File: src/rtl/lavm_pkg.sv
package lavm_pkg;

    localparam int WORD_W   = 32;
    localparam int COL_W    = 2;
    localparam int NUM_ENT  = 16;

    localparam logic [COL_W-1:0] FIRST_COL = 2'd0;
    localparam logic [COL_W-1:0] LAST_COL  = 2'd3;

    localparam logic [WORD_W-1:0] WORD_MAX = 32'h7fff_ffff;
    localparam logic [WORD_W-1:0] WORD_MIN = 32'h8000_0000;

    typedef logic [NUM_ENT-1:0][WORD_W-1:0] mat_t;

    typedef struct packed {
        logic valid;
        logic ok;
    } mat_ctl_t;

endpackage

File: src/rtl/lavm_col_out.sv
module lavm_col_out
    import lavm_pkg::*;
(
    input  logic              clk,
    input  logic              rst_n,
    input  mat_ctl_t          ctl,
    input  mat_t              mat,
    output logic              result_valid,
    output logic [COL_W-1:0]  column_index,
    output logic [WORD_W-1:0] row0_value,
    output logic [WORD_W-1:0] row1_value,
    output logic [WORD_W-1:0] row2_value,
    output logic [WORD_W-1:0] row3_value,
    output logic              last_column,
    output logic              degenerate
);

    mat_t              hold_reg;
    logic              hold_deg_reg;
    logic              act_reg;
    logic [COL_W-1:0]  cnt_reg;
    logic              valid_reg;
    logic [COL_W-1:0]  col_reg;
    logic [WORD_W-1:0] row_reg [4];
    logic              last_reg;
    logic              deg_reg;

    always_ff @(posedge clk or negedge rst_n)
    begin
        if (!rst_n)
        begin
            act_reg   <= 1'b0;
            cnt_reg   <= FIRST_COL;
            valid_reg <= 1'b0;
        end
        else if (ctl.valid)
        begin
            act_reg   <= 1'b1;
            cnt_reg   <= FIRST_COL + COL_W'(1);
            valid_reg <= 1'b1;
        end
        else if (act_reg)
        begin
            act_reg   <= (cnt_reg != LAST_COL);
            cnt_reg   <= cnt_reg + COL_W'(1);
            valid_reg <= 1'b1;
        end
        else
        begin
            valid_reg <= 1'b0;
        end
    end

    always_ff @(posedge clk)
    begin
        if (ctl.valid)
        begin
            hold_reg     <= mat;
            hold_deg_reg <= !ctl.ok;
            col_reg      <= FIRST_COL;
            last_reg     <= 1'b0;
            deg_reg      <= !ctl.ok;
            for (int r = 0; r < 4; r++)
            begin
                row_reg[r] <= mat[{FIRST_COL, COL_W'(r)}];
            end
        end
        else
        begin
            col_reg  <= cnt_reg;
            last_reg <= (cnt_reg == LAST_COL);
            deg_reg  <= hold_deg_reg;
            for (int r = 0; r < 4; r++)
            begin
                row_reg[r] <= hold_reg[{cnt_reg, COL_W'(r)}];
            end
        end
    end

    assign result_valid = valid_reg;
    assign column_index = col_reg;
    assign row0_value   = row_reg[0];
    assign row1_value   = row_reg[1];
    assign row2_value   = row_reg[2];
    assign row3_value   = row_reg[3];
    assign last_column  = last_reg;
    assign degenerate   = deg_reg;

endmodule

File: config.mk
export PLATFORM = sky130hd
export DESIGN_NAME = lavm_col_out
export DESIGN_NICKNAME = d
export VERILOG_FILES = /design/src/rtl/lavm_pkg.sv /design/src/rtl/lavm_col_out.sv
export SDC_FILE = /design/constraint.sdc
export NUM_CORES = 1
export LEC_CHECK = 0
export ABC_AREA = 1
export BUFFER_PORTS_ARGS = -buffer_cell sky130_fd_sc_hd__clkbuf_2
export CAP_MARGIN = 20
export CORE_UTILIZATION = 33
export DETAILED_ROUTE_END_ITERATION = 12
export PLACE_DENSITY = 0.67
export SLEW_MARGIN = 20
export SYNTH_ARGS = -nofsm -noshare
export SYNTH_HDL_FRONTEND = slang
export SYNTH_SLANG_ARGS = --single-unit
export TNS_END_PERCENT = 20
File: constraint.sdc
create_clock -name clk -period 1.2 [get_ports clk]
set_input_delay 0.12 -clock clk [delete_from_list [all_inputs] [get_ports clk]]
set_output_delay 0.12 -clock clk [all_outputs]
set_load 0.01 [all_outputs]
==> parameters.txt <==
Parameter                              Value

Logic synthesis
  Fraction of the yosys area taken by sequential cells ... 69.87%
  Most area-consuming cells after synthesis ... sky130_fd_sc_hd__edfxtp_1 59%, sky130_fd_sc_hd__nand2_1 15%, sky130_fd_sc_hd__dfxtp_1 10%
  Netlist cell types ... 17
  Share of synthesized flip-flops with an asynchronous set or reset ... 0.6173%
  Fraction of synthesized cell area taken by the top area cell type ... 59.37%
  Most used flip-flop cell after synthesis ... sky130_fd_sc_hd__edfxtp_1
  Post-synthesis instance area ... 0.02595 mm²
  Synthesized instance count ... 2570
  Net Count, Synth ... 3087
  Library cell with the highest instance count after synthesis ... sky130_fd_sc_hd__nand2_1
  Number of enable flip-flop cells after synthesis ... 513
  Synth top cells by count ... 1025 x sky130_fd_sc_hd__nand2_1, 516 x sky130_fd_sc_hd__inv_1, 513 x sky130_fd_sc_hd__edfxtp_1
  Seq cells post-synth ... 648
  Number of warning messages in the yosys log ... 0
  Avg Synthesized Cell Area ... 10.10 µm²
  Largest area contributor in the netlist ... sky130_fd_sc_hd__edfxtp_1

Layout
  Combined flip-flop and latch cell area ... 0.01825 mm²
  # nets final ... 4416
  Area of the multi-input gates ... 0.006241 mm²
  Max reg flops ... 512
  Fraction of final layout cells sized beyond drive strength 1 ... 32.66%
  Filler Cells Inserted ... 6007
  Area growth, synth to finish ... 61.49%

Drt
  Number of vias in the routed layout ... 23480
  Met2 wire length ... 47990 µm
  DR pass1 iterations ... 5
  Number of antenna-violating nets in the routed design ... 0
  Met3 Wirelength ... 8597 µm
  DR iter-0 viols ... 1754
  Number of vias per cell after detailed routing ... 4.694
  DRC viols ... 0
  Uppermost metal layer occupied by signal nets ... met4
  Average routed wire per standard cell ... 19.42 µm
  Post-detailed-routing wire length ... 97130 µm
  Met1 wire length ... 34410 µm

Power and ir drop
  Leakage ... 20.25 nW
  Internal power of the cells ... 47.44 mW
  Sw Pwr ... 19.71 mW
  Comb pwr share ... 26.2%
  Sw Ratio ... 29.35%
  P per Cell Area ... 1602 mW/mm²
  Final Total Pwr ... 67.15 mW
  Clock network power share ... 32.1%
  Max IR drop VDD ... 0.001647 V
  Proportion of power drawn by flip-flops and latches ... 41.7%

Die
  Chip Height ... 282.4 µm
  Initial core utilization ... 33.44%
  Site row count ... 102
  DIE AREA ... 0.07975 mm²
  Number of top-level design ports ... 649
  DIE WIDTH ... 282.4 µm
  Core Region ... 0.07759 mm²

Clocking
  TritonCTS Buffers ... 71
  TritonCTS clock tree ... built
  Number of levels in the clock H-tree ... 3
  Cell chosen for the clock root ... sky130_fd_sc_hd__clkbuf_16
  Clock insertion delay at the later pin of the skew report ... 0.62 ns
  Clock Pin Slew Worst Setup and Hold Paths ... 0.07 ns
  Number of buffers on the longest clock path ... 3
  Sinks on the clock net ... 648

Timing
  Number of hold-slack violations in the final timing report ... 0
  Ratio of final minimum period to clock period ... 133.0%
  RSZ-0062 raised after global routing ... yes
  Actual transition at the worst max-transition pin ... 0.4399 ns
  Minimum period implied by the final worst setup slack ... 1.596 ns
  Clock skew after layout ... 0.02492 ns
  Final worst-path setup slack ... -0.3963 ns
  Max transition margin ... 70.67%
  Count of final setup violators ... 141
  Max Clock Freq ... 626.4 MHz
  Total count of max-transition violations in the final report ... 0

Min path
  Hold path endpoint ... hold_reg[363]
  Min-Delay Path Depth ... 2
  Worst min-delay path class ... in2reg
  Launch instance of the worst min-delay path ... mat[363]

Placed design
  Setup WS pre-CTS ... -0.3387 ns
  Gpl congestion ... 0.8290
  HPWL after detailed placement ... 50990 µm
  Total of buffers placed on input and output ports ... 648

Setup path
  Length in cells of the worst reg-to-reg path ... 8
  Reg2reg end ... row_reg[1][11]
  Data required, critical path ... 1.69 ns
  Arrival @ worst endpoint ... 2.09 ns
  Startpoint types ... flip-flop
  Start-to-end type of the worst setup path ... reg2reg
  Critical path fanouts, max ... 14
  Sort of element at the end of the critical path ... flip-flop
  Worst r2r src ... cnt_reg[0]
  Flop-to-flop setup slack ... -0.40 ns

Global routing
  First-pass GRT wire length ... 129100 µm
  Global routing usage summed across all routing layers ... 21.25%
  GRT overflow ... 0
  Number of antenna violations at the first check in global routing ... 5
  Largest net degree at the start of global routing ... 80
  Via count of the first global-routing pass ... 23560

Outcome
  Run status ... finished, violations left
  Violated checks ... setup timing

Job
  Count of max-cap constraint violations ... 0
## power by group through the flow
stage                     clock network (mW)  logic [mW]  registers [mW]
after floorplan                            0        5.61            28.2
after global placement                     0        11.4            28.0
after detailed placement                   0        11.6            28.0
after CTS                               21.7        14.4            27.6
after global routing                    22.7        18.8            28.1
final                                   21.6        17.6            28.0
## metal layers
layer,up-vias,track usage (%)
li1,10630,-
met1,10930,24.03
met2,1518,36.56
met3,399,4.444
met4,0,13.31
met5,-,0
## kinds of logic after synthesis
| logic type | Yosys count | synth area share, % |
|---|---|---|
| flops | 648 | 69.87 |
| simple gates | 1285 | 19.83 |
| compound gates | 4 | 0.07712 |
| fa+ha+maj | 1 | 0.04822 |
| buf+inv | 632 | 10.18 |
## repair_timing
item	4_1_cts	5_1_grt
setup endpoints to repair	245	257
hold buffers	516	0
hold endpoints to repair	647	0
gates cloned	8	18
gates resized for setup	148	512
pin swaps	26	91
setup buffers	29	11
## critical path, cell delays in order (launching register included)
cell and delay (ns):
sky130_fd_sc_hd__dfrtp_4 0.55, sky130_fd_sc_hd__buf_12 0.19, sky130_fd_sc_hd__buf_4 0.16, sky130_fd_sc_hd__buf_16 0.16, sky130_fd_sc_hd__nand2_1 0.11, sky130_fd_sc_hd__nand3_1 0.12, sky130_fd_sc_hd__nand2_1 0.07, sky130_fd_sc_hd__nand2_1 0.07
sky130_fd_sc_hd__nand2_1 0.06
## through the flow
step	cell area [µm²]	std cells	hold WS (ns)	util, %	setup TNS [ns]
3_5_place_dp	31380	4286	-0.06736	40.44	-32.92
5_1_grt	41900	5001	0.1972	53.99	-44.60
4_1_cts	39850	4969	0.1663	51.35	-32.65
2_1_floorplan	25950	2570	-0.1756	-	0
6_report	41900	5003	0.2248	54.00	-34.86
3_3_place_gp	31380	4286	-0.06759	40.44	-31.24
## cell type report
class,count,area share [%]
clock inverters,32,0.6838
inverters,518,4.688
flip-flops and latches,648,43.55
repair inverters,1,0.07167
repair buffers,1369,28.26
well taps,1040,3.106
clock buffers,98,4.703
multi-input cells,1290,14.89
diodes,7,0.04180
## how the worst max path moves through the flow
stage | start | endpoint | slack (ns) | cells after the start
after global routing | cnt_reg[0] | row_reg[0][14] | -0.45 | 8
after detailed placement | cnt_reg[1] | row_reg[0][5] | -0.34 | 6
final | cnt_reg[0] | row_reg[1][11] | -0.40 | 8
after CTS | cnt_reg[0] | row_reg[0][1] | -0.31 | 9
after global placement | cnt_reg[1] | row_reg[0][5] | -0.38 | 6
after floorplan | cnt_reg[0] | row_reg[0][31] | 0.02 | 9
## cell usage in the layout, fill, tap and decap left out, types with 53 or more instances in the layout
master,instances
sky130_fd_sc_hd__buf_6,103
sky130_fd_sc_hd__buf_4,96
sky130_fd_sc_hd__dfxtp_2,75
sky130_fd_sc_hd__dlygate4sd3_1,516
sky130_fd_sc_hd__nand2_2,127
sky130_fd_sc_hd__buf_12,53
sky130_fd_sc_hd__edfxtp_1,513
sky130_fd_sc_hd__clkbuf_2,552
sky130_fd_sc_hd__nand3_1,160
sky130_fd_sc_hd__inv_1,515
sky130_fd_sc_hd__nand2_1,868
sky130_fd_sc_hd__clkbuf_16,90
sky130_fd_sc_hd__nand3_2,93
Power figures use the tool's default switching activity.
